$ cat src/rtl/core/iqfs_pkg.sv
// ----------------------------------------------------------------------------
// iqfs_pkg
// Shared types and codes of the interrupt queue and frame stack unit.
// ----------------------------------------------------------------------------
`default_nettype none

package iqfs_pkg;

   // Configuration register indexes
   localparam logic [1:0] CSR_TABLE_BASE   = 2'd0;
   localparam logic [1:0] CSR_TABLE_LENGTH = 2'd1;
   localparam logic [1:0] CSR_MEMORY_SIZE  = 2'd2;

   // Size of one vector table entry, as a shift
   localparam int ENTRY_SHIFT = 3;
   localparam logic [63:0] ENTRY_BYTES = 64'd8;

   // Command of one request beat
   typedef enum logic [1:0] {
      CMD_RAISE    = 2'd0,
      CMD_DISPATCH = 2'd1,
      CMD_HANDLER  = 2'd2,
      CMD_RETURN   = 2'd3
   } cmd_type;

   // Result status codes
   typedef enum logic [3:0] {
      STAT_OK            = 4'd0,
      STAT_QUEUE_FULL    = 4'd1,
      STAT_TABLE_UNSET   = 4'd2,
      STAT_VECTOR_RANGE  = 4'd3,
      STAT_TABLE_BIG     = 4'd4,
      STAT_TABLE_OUTSIDE = 4'd5,
      STAT_SLOT_OUTSIDE  = 4'd6,
      STAT_NULL_HANDLER  = 4'd7,
      STAT_NEST_OVERFLOW = 4'd8,
      STAT_NO_FRAME      = 4'd9
   } status_type;

   // Result action codes
   typedef enum logic [1:0] {
      ACT_NONE    = 2'd0,
      ACT_FETCH   = 2'd1,
      ACT_ENTER   = 2'd2,
      ACT_RESTORE = 2'd3
   } action_type;

   // Outcome of the vector table check
   typedef struct packed {
      status_type  status;
      logic [63:0] address;
   } check_type;

endpackage

`default_nettype wire

$ cat src/rtl/core/iqfs_ram.sv
// ----------------------------------------------------------------------------
// iqfs_ram
// Generic single-port-write, single-port-read RAM with registered read data.
// ----------------------------------------------------------------------------
`default_nettype none

module iqfs_ram #(
   parameter int WIDTH = 8,
   parameter int DEPTH = 64,
   parameter int AW    = (DEPTH > 1) ? $clog2(DEPTH) : 1
) (
   input  wire logic             clock,
   input  wire logic             wr_en,
   input  wire logic [AW-1:0]    wr_addr,
   input  wire logic [WIDTH-1:0] wr_data,
   input  wire logic             rd_en,
   input  wire logic [AW-1:0]    rd_addr,
   output logic      [WIDTH-1:0] rd_data
);

   logic [WIDTH-1:0] mem_ff [DEPTH];
   logic [WIDTH-1:0] rd_data_ff;

   // write port
   always_ff @(posedge clock) begin
      if (wr_en) begin
         mem_ff[wr_addr] <= wr_data;
      end
   end

   // read port, data held until the next read
   always_ff @(posedge clock) begin
      if (rd_en) begin
         rd_data_ff <= mem_ff[rd_addr];
      end
   end

   assign rd_data = rd_data_ff;

endmodule

`default_nettype wire

$ cat src/rtl/core/iqfs_vec_check.sv
// ----------------------------------------------------------------------------
// iqfs_vec_check
// Vector table registers and bound checks of a dispatched vector.
// ----------------------------------------------------------------------------
`default_nettype none

module iqfs_vec_check (
   input  wire logic              clock,
   input  wire logic              reset,
   input  wire logic              csr_write_enable,
   input  wire logic [1:0]        csr_index,
   input  wire logic [63:0]       csr_write_data,
   input  wire logic [7:0]        vid,
   output iqfs_pkg::check_type    chk
);

   logic [63:0] table_base_ff;
   logic [31:0] table_length_ff;
   logic [63:0] memory_size_ff;

   // per-table terms, registered from the configuration registers
   logic        unset_ff,   unset_in;
   logic        too_big_ff, too_big_in;
   logic        outside_ff, outside_in;
   logic [63:0] end_ff,     end_in;

   logic [63:0] entry;
   logic [63:0] entry_end;
   logic        range_bad;
   logic        slot_bad;

   // configuration registers
   always_ff @(posedge clock) begin
      if (reset) begin
         table_base_ff   <= '0;
         table_length_ff <= '0;
         memory_size_ff  <= '0;
      end else if (csr_write_enable) begin
         case (csr_index)
            iqfs_pkg::CSR_TABLE_BASE:   table_base_ff   <= csr_write_data;
            iqfs_pkg::CSR_TABLE_LENGTH: table_length_ff <= csr_write_data[31:0];
            iqfs_pkg::CSR_MEMORY_SIZE:  memory_size_ff  <= csr_write_data;
            default: ;
         endcase
      end
   end

   // table-wide checks, independent of the vector
   always_comb begin
      unset_in   = (table_length_ff == 32'd0);
      too_big_in = ({32'd0, table_length_ff} > (memory_size_ff >> iqfs_pkg::ENTRY_SHIFT));
      end_in     = table_base_ff +
                   ({32'd0, table_length_ff} << iqfs_pkg::ENTRY_SHIFT);
      outside_in = (end_in > memory_size_ff) || (end_in < table_base_ff);
   end

   always_ff @(posedge clock) begin
      if (reset) begin
         unset_ff   <= 1'b1;
         too_big_ff <= 1'b0;
         outside_ff <= 1'b0;
         end_ff     <= '0;
      end else begin
         unset_ff   <= unset_in;
         too_big_ff <= too_big_in;
         outside_ff <= outside_in;
         end_ff     <= end_in;
      end
   end

   // per-vector checks, 64-bit wrapping sums
   always_comb begin
      entry     = table_base_ff + {53'd0, vid, 3'd0};
      entry_end = entry + iqfs_pkg::ENTRY_BYTES;
      range_bad = ({24'd0, vid} >= table_length_ff);
      slot_bad  = (entry_end > memory_size_ff) || (entry_end > end_ff) ||
                  (entry < table_base_ff);
      chk.address = entry;
      if (unset_ff) begin
         chk.status = iqfs_pkg::STAT_TABLE_UNSET;
      end else if (range_bad) begin
         chk.status = iqfs_pkg::STAT_VECTOR_RANGE;
      end else if (too_big_ff) begin
         chk.status = iqfs_pkg::STAT_TABLE_BIG;
      end else if (outside_ff) begin
         chk.status = iqfs_pkg::STAT_TABLE_OUTSIDE;
      end else if (slot_bad) begin
         chk.status = iqfs_pkg::STAT_SLOT_OUTSIDE;
      end else begin
         chk.status = iqfs_pkg::STAT_OK;
      end
   end

endmodule

`default_nettype wire

$ cat src/rtl/core/interrupt_queue_and_frame_stack_unit.sv
// ----------------------------------------------------------------------------
// interrupt_queue_and_frame_stack_unit
// Pending vector queue and nested interrupt frame stack of a core.
//
// Request channel (req_valid / req_stall) carries one command per beat:
// raise a vector, try a dispatch, hand back a fetched table word, or return
// from an interrupt. Every request beat gives exactly one response beat on
// rsp_valid / rsp_stall, in order.
// The response is registered in the output slot when the request is executed.
// A new request is taken only once the last one is executed; the pending
// queue and the frame stack sit in RAMs with registered read data, read when
// a request is accepted and written back when it is executed.
// A result that waits on a stalled receiver does not block the next request:
// it is taken and read, and only its write-back waits for the output slot.
// Table registers go through csr_write_enable / csr_index / csr_write_data.
// The user must write them while no request is in flight; it is not enforced.
// Reset (synchronous) empties the queue and the stack, clears the delivery
// count and the table registers. Queue and stack RAMs are not cleared.
// ----------------------------------------------------------------------------
`default_nettype none

module interrupt_queue_and_frame_stack_unit #(
   parameter int QUEUE_DEPTH  = 64,
   parameter int NEST_LIMIT   = 3,
   parameter int INT_FLAG_BIT = 9
) (
   input  wire logic        clock,
   input  wire logic        reset,
   // request channel
   input  wire logic        req_valid,
   output logic             req_stall,
   input  wire logic [1:0]  req_cmd,
   input  wire logic [7:0]  req_vector,
   input  wire logic        req_halted,
   input  wire logic [63:0] req_current_ic,
   input  wire logic [63:0] req_current_flags,
   input  wire logic [63:0] req_handler_word,
   // response channel
   output logic             rsp_valid,
   input  wire logic        rsp_stall,
   output logic [3:0]       rsp_status,
   output logic [1:0]       rsp_action,
   output logic [63:0]      rsp_fetch_address,
   output logic [63:0]      rsp_new_ic,
   output logic [63:0]      rsp_new_flags,
   output logic [63:0]      rsp_delivered_count,
   // configuration
   input  wire logic        csr_write_enable,
   input  wire logic [1:0]  csr_index,
   input  wire logic [63:0] csr_write_data
);

   localparam int QAW = (QUEUE_DEPTH > 1) ? $clog2(QUEUE_DEPTH) : 1;
   localparam int QCW = $clog2(QUEUE_DEPTH + 1);
   localparam int SAW = (NEST_LIMIT > 1) ? $clog2(NEST_LIMIT) : 1;
   localparam int NDW = $clog2(NEST_LIMIT + 1);
   localparam logic [QAW-1:0] QLAST    = QAW'(QUEUE_DEPTH - 1);
   localparam logic [QCW-1:0] QFULL    = QCW'(QUEUE_DEPTH);
   localparam logic [NDW-1:0] NFULL    = NDW'(NEST_LIMIT);
   localparam logic [63:0]    INT_MASK = 64'd1 << INT_FLAG_BIT;

   typedef enum logic [1:0] {
      ST_IDLE = 2'b01,
      ST_EXEC = 2'b10
   } state_type;

   state_type state_ff, state_in;

   // queue and stack control
   logic [QAW-1:0]  head_ff,    head_in;
   logic [QAW-1:0]  tail_ff,    tail_in;
   logic [QCW-1:0]  count_ff,   count_in;
   logic [NDW-1:0]  nest_ff,    nest_in;
   logic [NDW-1:0]  nest_dec;
   logic [63:0]     deliv_ff,   deliv_in;
   logic            await_ff,   await_in;

   // captured request beat
   iqfs_pkg::cmd_type item_cmd_ff;
   logic [7:0]      item_vector_ff;
   logic            item_halted_ff;
   logic [63:0]     item_ic_ff;
   logic [63:0]     item_flags_ff;
   logic [63:0]     item_handler_ff;

   // output slot
   logic            rsp_valid_ff, rsp_valid_in;
   iqfs_pkg::status_type status_ff, status_in;
   iqfs_pkg::action_type action_ff, action_in;
   logic [63:0]     fetch_ff,   fetch_in;
   logic [63:0]     nic_ff,     nic_in;
   logic [63:0]     nflags_ff,  nflags_in;
   logic [63:0]     count_out_ff;

   logic            accept;
   logic            commit;
   logic            fifo_we;
   logic            stack_we;
   logic [7:0]      fifo_rd;
   logic [127:0]    stack_rd;
   iqfs_pkg::check_type chk;

   assign accept    = req_valid && (state_ff == ST_IDLE);
   assign commit    = (state_ff == ST_EXEC) && (!rsp_valid_ff || !rsp_stall);
   assign req_stall = (state_ff != ST_IDLE);
   assign nest_dec  = nest_ff - NDW'(1);

   // pending vector queue
   iqfs_ram #(
      .WIDTH (8),
      .DEPTH (QUEUE_DEPTH),
      .AW    (QAW)
   ) u_fifo_ram (
      .clock   (clock),
      .wr_en   (fifo_we),
      .wr_addr (tail_ff),
      .wr_data (item_vector_ff),
      .rd_en   (accept),
      .rd_addr (head_ff),
      .rd_data (fifo_rd)
   );

   // saved frames: instruction counter in the upper half, flags below
   iqfs_ram #(
      .WIDTH (128),
      .DEPTH (NEST_LIMIT),
      .AW    (SAW)
   ) u_stack_ram (
      .clock   (clock),
      .wr_en   (stack_we),
      .wr_addr (nest_ff[SAW-1:0]),
      .wr_data ({item_ic_ff, item_flags_ff}),
      .rd_en   (accept),
      .rd_addr (nest_dec[SAW-1:0]),
      .rd_data (stack_rd)
   );

   iqfs_vec_check u_vec_check (
      .clock            (clock),
      .reset            (reset),
      .csr_write_enable (csr_write_enable),
      .csr_index        (csr_index),
      .csr_write_data   (csr_write_data),
      .vid              (fifo_rd),
      .chk              (chk)
   );

   // command execution, applied when the output slot is free
   always_comb begin
      state_in  = state_ff;
      head_in   = head_ff;
      tail_in   = tail_ff;
      count_in  = count_ff;
      nest_in   = nest_ff;
      deliv_in  = deliv_ff;
      await_in  = await_ff;
      fifo_we   = 1'b0;
      stack_we  = 1'b0;
      status_in = iqfs_pkg::STAT_OK;
      action_in = iqfs_pkg::ACT_NONE;
      fetch_in  = '0;
      nic_in    = '0;
      nflags_in = '0;

      case (state_ff)
         ST_IDLE: if (accept) state_in = ST_EXEC;
         ST_EXEC: if (commit) state_in = ST_IDLE;
         default: state_in = ST_IDLE;
      endcase

      if (commit) begin
         case (item_cmd_ff)
            iqfs_pkg::CMD_RAISE: begin
               if (count_ff == QFULL) begin
                  status_in = iqfs_pkg::STAT_QUEUE_FULL;
               end else begin
                  fifo_we  = 1'b1;
                  tail_in  = (tail_ff == QLAST) ? '0 : tail_ff + QAW'(1);
                  count_in = count_ff + QCW'(1);
               end
            end
            iqfs_pkg::CMD_DISPATCH: begin
               if (!item_halted_ff && (count_ff != '0) &&
                   ((item_flags_ff & INT_MASK) != '0) && !await_ff) begin
                  head_in   = (head_ff == QLAST) ? '0 : head_ff + QAW'(1);
                  count_in  = count_ff - QCW'(1);
                  status_in = chk.status;
                  if (chk.status == iqfs_pkg::STAT_OK) begin
                     action_in = iqfs_pkg::ACT_FETCH;
                     fetch_in  = chk.address;
                     await_in  = 1'b1;
                  end
               end
            end
            iqfs_pkg::CMD_HANDLER: begin
               if (await_ff) begin
                  await_in = 1'b0;
                  if (item_handler_ff == '0) begin
                     status_in = iqfs_pkg::STAT_NULL_HANDLER;
                  end else if (nest_ff >= NFULL) begin
                     status_in = iqfs_pkg::STAT_NEST_OVERFLOW;
                  end else begin
                     stack_we  = 1'b1;
                     nest_in   = nest_ff + NDW'(1);
                     action_in = iqfs_pkg::ACT_ENTER;
                     nic_in    = item_handler_ff;
                     nflags_in = item_flags_ff & ~INT_MASK;
                     deliv_in  = deliv_ff + 64'd1;
                  end
               end
            end
            default: begin
               // interrupt return
               if (nest_ff == '0) begin
                  status_in = iqfs_pkg::STAT_NO_FRAME;
               end else begin
                  nest_in   = nest_dec;
                  action_in = iqfs_pkg::ACT_RESTORE;
                  nic_in    = stack_rd[127:64];
                  nflags_in = stack_rd[63:0];
               end
            end
         endcase
      end

      rsp_valid_in = commit || (rsp_valid_ff && rsp_stall);
   end

   // control state
   always_ff @(posedge clock) begin
      if (reset) begin
         state_ff     <= ST_IDLE;
         head_ff      <= '0;
         tail_ff      <= '0;
         count_ff     <= '0;
         nest_ff      <= '0;
         deliv_ff     <= '0;
         await_ff     <= 1'b0;
         rsp_valid_ff <= 1'b0;
      end else begin
         state_ff     <= state_in;
         head_ff      <= head_in;
         tail_ff      <= tail_in;
         count_ff     <= count_in;
         nest_ff      <= nest_in;
         deliv_ff     <= deliv_in;
         await_ff     <= await_in;
         rsp_valid_ff <= rsp_valid_in;
      end
   end

   // request capture
   always_ff @(posedge clock) begin
      if (accept) begin
         item_cmd_ff     <= iqfs_pkg::cmd_type'(req_cmd);
         item_vector_ff  <= req_vector;
         item_halted_ff  <= req_halted;
         item_ic_ff      <= req_current_ic;
         item_flags_ff   <= req_current_flags;
         item_handler_ff <= req_handler_word;
      end
   end

   // response payload
   always_ff @(posedge clock) begin
      if (commit) begin
         status_ff    <= status_in;
         action_ff    <= action_in;
         fetch_ff     <= fetch_in;
         nic_ff       <= nic_in;
         nflags_ff    <= nflags_in;
         count_out_ff <= deliv_in;
      end
   end

   assign rsp_valid           = rsp_valid_ff;
   assign rsp_status          = status_ff;
   assign rsp_action          = action_ff;
   assign rsp_fetch_address   = fetch_ff;
   assign rsp_new_ic          = nic_ff;
   assign rsp_new_flags       = nflags_ff;
   assign rsp_delivered_count = count_out_ff;

endmodule

`default_nettype wire
$ cat config.mk
export PLATFORM = sky130hd
export DESIGN_NAME = interrupt_queue_and_frame_stack_unit
export DESIGN_NICKNAME = d
export VERILOG_FILES = /design/src/rtl/core/iqfs_pkg.sv /design/src/rtl/core/iqfs_ram.sv /design/src/rtl/core/iqfs_vec_check.sv /design/src/rtl/core/interrupt_queue_and_frame_stack_unit.sv
export SDC_FILE = /design/constraint.sdc
export NUM_CORES = 2
export LEC_CHECK = 0
export CORE_MARGIN = 2
export CORE_UTILIZATION = 40
export DETAILED_ROUTE_END_ITERATION = 12
export DONT_BUFFER_PORTS = 1
export GPL_TIMING_DRIVEN = 0
export HOLD_SLACK_MARGIN = 0.06
export SLEW_MARGIN = 25
export SYNTH_ARGS = -nofsm -noshare
export SYNTH_HDL_FRONTEND = slang
export SYNTH_HIERARCHICAL = 1
export SYNTH_SLANG_ARGS = --single-unit
$ cat constraint.sdc
create_clock -name clock -period 27.1 [get_ports clock]
set_input_delay 8.13 -clock clock [delete_from_list [all_inputs] [get_ports clock]]
set_output_delay 8.13 -clock clock [all_outputs]
set_load 0.02 [all_outputs]
* Word level (Yosys, flattened, before mapping)
Memory sizes are Yosys's and may differ from the RTL's. A register that Yosys moved wholly into a read port is not among the register bits. Index checks and enable logic that the tools add are counted.
Operators by class: $add $sub $neg 10, order comparisons 8, equal/unequal tests 19, mux-type cells 62, bitwise operators 2, reductions and logical operators 35
Operators by type and width (number):
- 64-bit two-way mux | 13
- 64-bit one-hot mux with 2 select lines | 2
- 64-bit greater-than comparator | 3
- 64-bit < comparator | 2
- 64-bit by 1-bit adder with 64-bit output (second input constant) | 1
- 64-bit by 11-bit adder with 64-bit output | 1
- 64-bit by 35-bit adder with 64-bit output | 1
- 64-bit by 4-bit adder with 64-bit output (second input constant) | 1
- 64-bit zero test | 1
- 32-bit by 61-bit greater-than comparator with 1-bit output | 1
- 4-bit two-way mux | 9
- 8-bit by 32-bit greater-or-equal comparator with 1-bit output | 1
- 32-bit zero test | 1
- 2-bit two-way mux | 10
- 1-bit two-way mux | 17
- 2-bit inequality test (second input constant) | 8
- 7-bit two-way mux | 2
- 7-bit one-hot mux with 2 select lines | 1
- 6-bit by 1-bit adder with 6-bit output (second input constant) | 2
- 6-bit equality test (second input constant) | 2
- 6-bit two-way mux | 2
- 4-bit one-hot mux with 3 select lines | 1
- 3-bit AND reduction | 3
- 2-bit one-hot mux with 2 select lines | 2
- 24 further kinds | 49
Word-level totals: bits in registers 781, bits in writable memories 896, input port bits 274, output and inout port bits 264, word-level logic and storage cells 165, memories 2
Memories:
- u_fifo_ram.mem_ff | words 64, width 8, rd ports 1, clocked after memory_dff 1, wr ports 1, line iqfs_ram.sv:21 | logic [WIDTH-1:0] mem_ff [DEPTH];
- u_stack_ram.mem_ff | words 3, width 128, rd ports 1, clocked after memory_dff 1, wr ports 1, line iqfs_ram.sv:21

* Logic depth before layout (Yosys ltp)
depth after elaboration 14, mapped depth 35, gate-level depth less buffers 34

* By module
The synthesis kept the hierarchy.
By module, submodules not included:
- interrupt_queue_and_frame_stack_unit | times used 1, cells an instance 1318, area an instance 20841.2 µm², seq. area each 15745.1 µm²
- iqfs_vec_check | times used 1, cells an instance 2700, area an instance 20444.6 µm², seq. area each 4544.4 µm²
- iqfs_ram at u_fifo_ram | times used 1, cells an instance 998, area an instance 20397.1 µm², seq. area each 15615.0 µm²
- iqfs_ram at u_stack_ram | times used 1, cells an instance 941, area an instance 18196.2 µm², seq. area each 15374.7 µm²

* Worst setup path after synthesis
No wires, ideal clock.
path kind input-to-reg, from in rsp_stall, to reg head_ff[5], setup time 70 ps, arrival 22274 ps, required time 27030 ps, slack 4756 ps, cell stages on the path 6, buffers on the path 1, cells stage by stage and2_1 clkbuf_1 nor2_1 nand2_1 or4_1 a21oi_1
On the way: word-level cells in the longest chain between the ends 4
Ends and longest elaborated chain:
- start, declared | line interrupt_queue_and_frame_stack_unit.sv:40 | input wire logic rsp_stall,
- 1-bit zero test | line interrupt_queue_and_frame_stack_unit.sv:104 | assign commit = (state_ff == ST_EXEC) && (!rsp_valid_ff || !rsp_stall);
- 1-bit logical OR | line interrupt_queue_and_frame_stack_unit.sv:104
- 1-bit logical AND | line interrupt_queue_and_frame_stack_unit.sv:104
- named net commit | line interrupt_queue_and_frame_stack_unit.sv:96 | logic commit;
- 3-bit AND reduction (no source line)
- end signal, assigned | line interrupt_queue_and_frame_stack_unit.sv:242 | head_ff <= head_in;
- end, declared | line interrupt_queue_and_frame_stack_unit.sv:70 | logic [QAW-1:0] head_ff, head_in;
The timed path passes the listed nets, and every way through them passes these cells. A chain may end at the register's enable or synchronous reset.

==> results.md <==
- Based on the critical path, the design can be clocked at up to 86.8 MHz.
- The most critical setup path has its startpoint at u_vec_check/table_base_ff[4].
- For the pin with the worst max-slew slack, the measured transition is 1.15 ns.
- The total die area is 0.203 mm².
- The count of cell types in the netlist is 103.
- For this design the ratio of total power to cell area is 66.3 mW/mm².
- The sum of net half-perimeters after detailed placement is 180,000 µm.
- The detail route stage leaves a number of antenna-violating nets equal to 0.
- The most crowded layer after global routing is met2.
- The clock-pin slew reported for the worst setup and hold paths after clock tree synthesis is 0.06 ns.
- The cell type with the largest total area after synthesis is sky130_fd_sc_hd__edfxtp_1.
- OpenSTA, run right after detailed placement, puts the worst setup slack at 15.22 ns.
- The count of unresolved DRC violations after routing is 0.
- The proportion of synthesized flip-flops having asynchronous set or reset is 0.
- The first detailed-routing pass took 6 iterations.
- The number of buffers created by CTS is 186.
- The worst setup path is launched from a flip-flop.
- The largest voltage drop on the vdd net is 64.9 µV.
- The first routing iteration left 5,466 violations.
- Of all nets on the critical path, the largest fanout is 13.
- Wires add up to 243,000 µm.
- The total number of yosys warnings is 6.
- Data on the critical path is required at its endpoint by 27.74 ns.
- In this run, synthesis inferred 1,497 flip-flops with an integrated enable.
- The library cell used as clock root buffer is sky130_fd_sc_hd__clkbuf_16.
- The number of endpoints with negative hold slack in the final report is 0.
- The number of nets handed over by synthesis was 6,592.
- The number of H-tree levels is 4.
- The flip-flop cell with the highest count after synthesis is sky130_fd_sc_hd__edfxtp_1.
- For this configuration, the core starts out at a cell density of 0.401.
- The source of the worst register-to-register timing path is u_vec_check/table_base_ff[4].
- After detailed routing, the average wire length per cell comes to 26.7 µm.
- The hold path endpoint is u_stack_ram/mem_ff[2][79].
- The remaining global-route overflow is 0.
- The path category of the worst min-delay check is reg -> reg.
- The startpoint identified for the worst hold timing path is item_ic_ff[15].
- The first global-routing pass estimated 345,000 µm of wire.
- The slowest stage of the critical path is the sky130_fd_sc_hd__nor4_1 cell.
- After routing, the total negative slack on setup checks comes to 0 ns.
- Compared with the post-synthesis result, the final layout area differs by 13.8%.
- Setup violations remaining at the end of the flow were counted as 0.
- The total global routing track utilization is 0.232.
- The commonest cells after synthesis are 1,497 x sky130_fd_sc_hd__edfxtp_1, 615 x sky130_fd_sc_hd__nand2_1, 358 x sky130_fd_sc_hd__ha_1.
- The via total after detailed routing is 50.7k.
- The run finished with clean final reports.
- The most instantiated library cell after synthesis is sky130_fd_sc_hd__edfxtp_1.
- The number of instances on the worst hold path is 0.
- The number of rows in the core area is 164.
- Input and output buffers added on the ports amount to 0.
- The delay of the slowest critical-path stage is 0.61 ns.
- The slack of the worst reg-to-reg path is 15.58 ns.
- The register with the most flip-flops in the layout has 512 of them.
- In this design, the critical path's most frequently occurring cell is sky130_fd_sc_hd__nor4_1.
- The number of cells on the worst reg-to-reg path is 35.
- The sequential area share after synthesis is 0.642.
- Measured on the finished design, the core utilization comes to 0.457.
- Setup repair after global routing left no endpoint under its margin.
- At the later pin of the worst-skew pair, clock insertion delay measures 0.88 ns.
- The number of fillers in the final layout is 17.7k.
- The maximum clock path buffer count is 3.
- By area the synthesized netlist is led by sky130_fd_sc_hd__edfxtp_1 56%, sky130_fd_sc_hd__dfxtp_1 7.9%, sky130_fd_sc_hd__ha_1 5.6%, sky130_fd_sc_hd__mux4_2 3.0%, sky130_fd_sc_hd__nand2_1 2.9%.
- Entering global routing, the biggest net connects 94 pins.
- The via count of the first global-routing pass came to 49.3k.
- The count of pins on the block boundary is 538.
- For the final database, setup skew stands at 0.0921 ns.
- The terminus of the critical flop-to-flop path is rsp_fetch_address[13].
- The share of synthesized area in the top cell type comes to 0.563.
- The type of the setup path with the least slack is reg -> reg.
- In this run the mean area of a mapped cell was 13.4 µm².
- The clock tree from TritonCTS is done.
- Measured against its own limit, the worst slew margin works out to 0.236.
- The leakage power figure is 32.8 nW.
- The met3 demand-to-capacity share in global routing is 0.0450.
- The final net count is 6,854.
- Post-CTS repair changed the size of 0 cells.
- The final RePlAce weighted congestion is 0.959.
- The data arrival time at the worst-slack endpoint is 12.16 ns.
- In the routed layout, each cell is associated on average with a via count of 5.59.
- The register with the most flip-flops is u_fifo_ram/mem_ff.
- After floorplanning, the core was sized to cover 0.199 mm².
- The capturing element type of the critical path is a flip-flop.
- The fraction of met2 tracks used by global routing is 0.370.
- The final max-slew violation count is 0.
- The share of cells above drive strength 1 is 0.0996.
- Synthesis inferred 1,813 register bits.
- The floorplan step set the die width to 451 µm.
- The tool flagged a number of max-cap violations equal to 0.
- In the global route stage, met1 resource usage came out at 0.303.
- The number of instances in the synthesized netlist is 5,957.
- The minimum clock period after layout is 11.52 ns.
- The number of antenna violations at the first check in global routing is 65.
- CTS saw 1,813 sinks.
- Hold repair after CTS inserted 0 buffers.
- Dividing the final minimum period by the clock period gives 0.425.
- The synthesized area is 0.0799 mm².
- The worst path setup slack after routing is 15.58 ns.
- The die boundary height is 451 µm.
- The number of buffers inserted by post-CTS setup repair is 0.
-- power by group --
group | total [mW] | internal [mW] | leakage [nW] | switching (mW)
clock network | 2.62 | 1.48 | 3.03 | 1.14
logic | 0.289 | 0.0970 | 13.6 | 0.192
registers | 3.11 | 3.06 | 16.2 | 0.0472
total | 6.02 | 4.65 | 32.8 | 1.38
-- cell type report --
class                      instances  area [µm²]  share of cell area
inverter                         279        1050              0.0116
clock buffer                     230        4860              0.0535
clock inverter                   117        1440              0.0158
tap                             2656        3320              0.0366
timing repair buffer              74        1170              0.0129
sequential                      1813       51300               0.564
multi-input combinational       3595       26200               0.288
antenna                           39        97.6             0.00107
buffer                           270        1430              0.0158
-- logic make-up (layout without fill, tap and decap cells) --
kind of cell,count (synthesis),count (layout),synth area share
simple gates,1698,1698,0.107
other cells,1,40,0.0000469
compound gates,963,963,0.0784
fa+ha+maj,361,361,0.0568
xor+xnor,244,244,0.0268
flops,1813,1813,0.642
buf+inv,549,970,0.0309
mux,328,328,0.0584
-- layer usage --
metal	vias up	wire, µm
li1	22900	-
met1	25200	98700
met2	2118	114000
met3	479	17600
met4	22	12700
met5	-	137
-- worst max-delay path by stage --
stage | end | depth (start not counted)
after floorplan | head_ff[5] | 6
after global placement | head_ff[3] | 6
after detailed placement | u_fifo_ram/mem_ff[37][7] | 9
after CTS | rsp_fetch_address[14] | 35
after global routing | rsp_fetch_address[14] | 35
final | rsp_fetch_address[13] | 35
-- per-stage QoR --
stage	total power, mW	area [µm²]	hold slack, ns	cells
after floorplan	3.34	79900	0.436	5957
after global placement	3.46	83200	0.442	8613
after detailed placement	3.45	84500	0.451	8687
after CTS	6.07	90800	0.443	9034
after global routing	6.21	90800	0.460	9065
final	6.02	90900	0.437	9073
-- critical path: cells and delay by family (launching register included) --
kind            cells  cell delay (ns)
compound gates      9             1.90
xor+xnor            1             0.21
fa+ha+maj           3             0.95
buf+inv             5             1.54
flops               1             0.40
simple gates       17             6.26
-- layout by cell type, fill, tap and decap left out, types with 111 or more instances in the layout --
master / Yosys / layout
sky130_fd_sc_hd__ha_1: 358 / 358
sky130_fd_sc_hd__dfxtp_1: 316 / 316
sky130_fd_sc_hd__nand2_1: 615 / 615
sky130_fd_sc_hd__xnor2_1: 125 / 125
sky130_fd_sc_hd__clkbuf_16: 0 / 186
sky130_fd_sc_hd__nor2b_1: 149 / 149
sky130_fd_sc_hd__mux2i_1: 189 / 189
sky130_fd_sc_hd__a21oi_1: 297 / 297
sky130_fd_sc_hd__a22o_1: 131 / 131
sky130_fd_sc_hd__edfxtp_1: 1497 / 1497
sky130_fd_sc_hd__o21ai_1: 122 / 122
sky130_fd_sc_hd__nor2_1: 263 / 261
sky130_fd_sc_hd__inv_1: 279 / 278
sky130_fd_sc_hd__nand4_1: 111 / 111
sky130_fd_sc_hd__clkbuf_1: 181 / 211
sky130_fd_sc_hd__xor2_1: 118 / 118
Power figures use the tool's default switching activity.
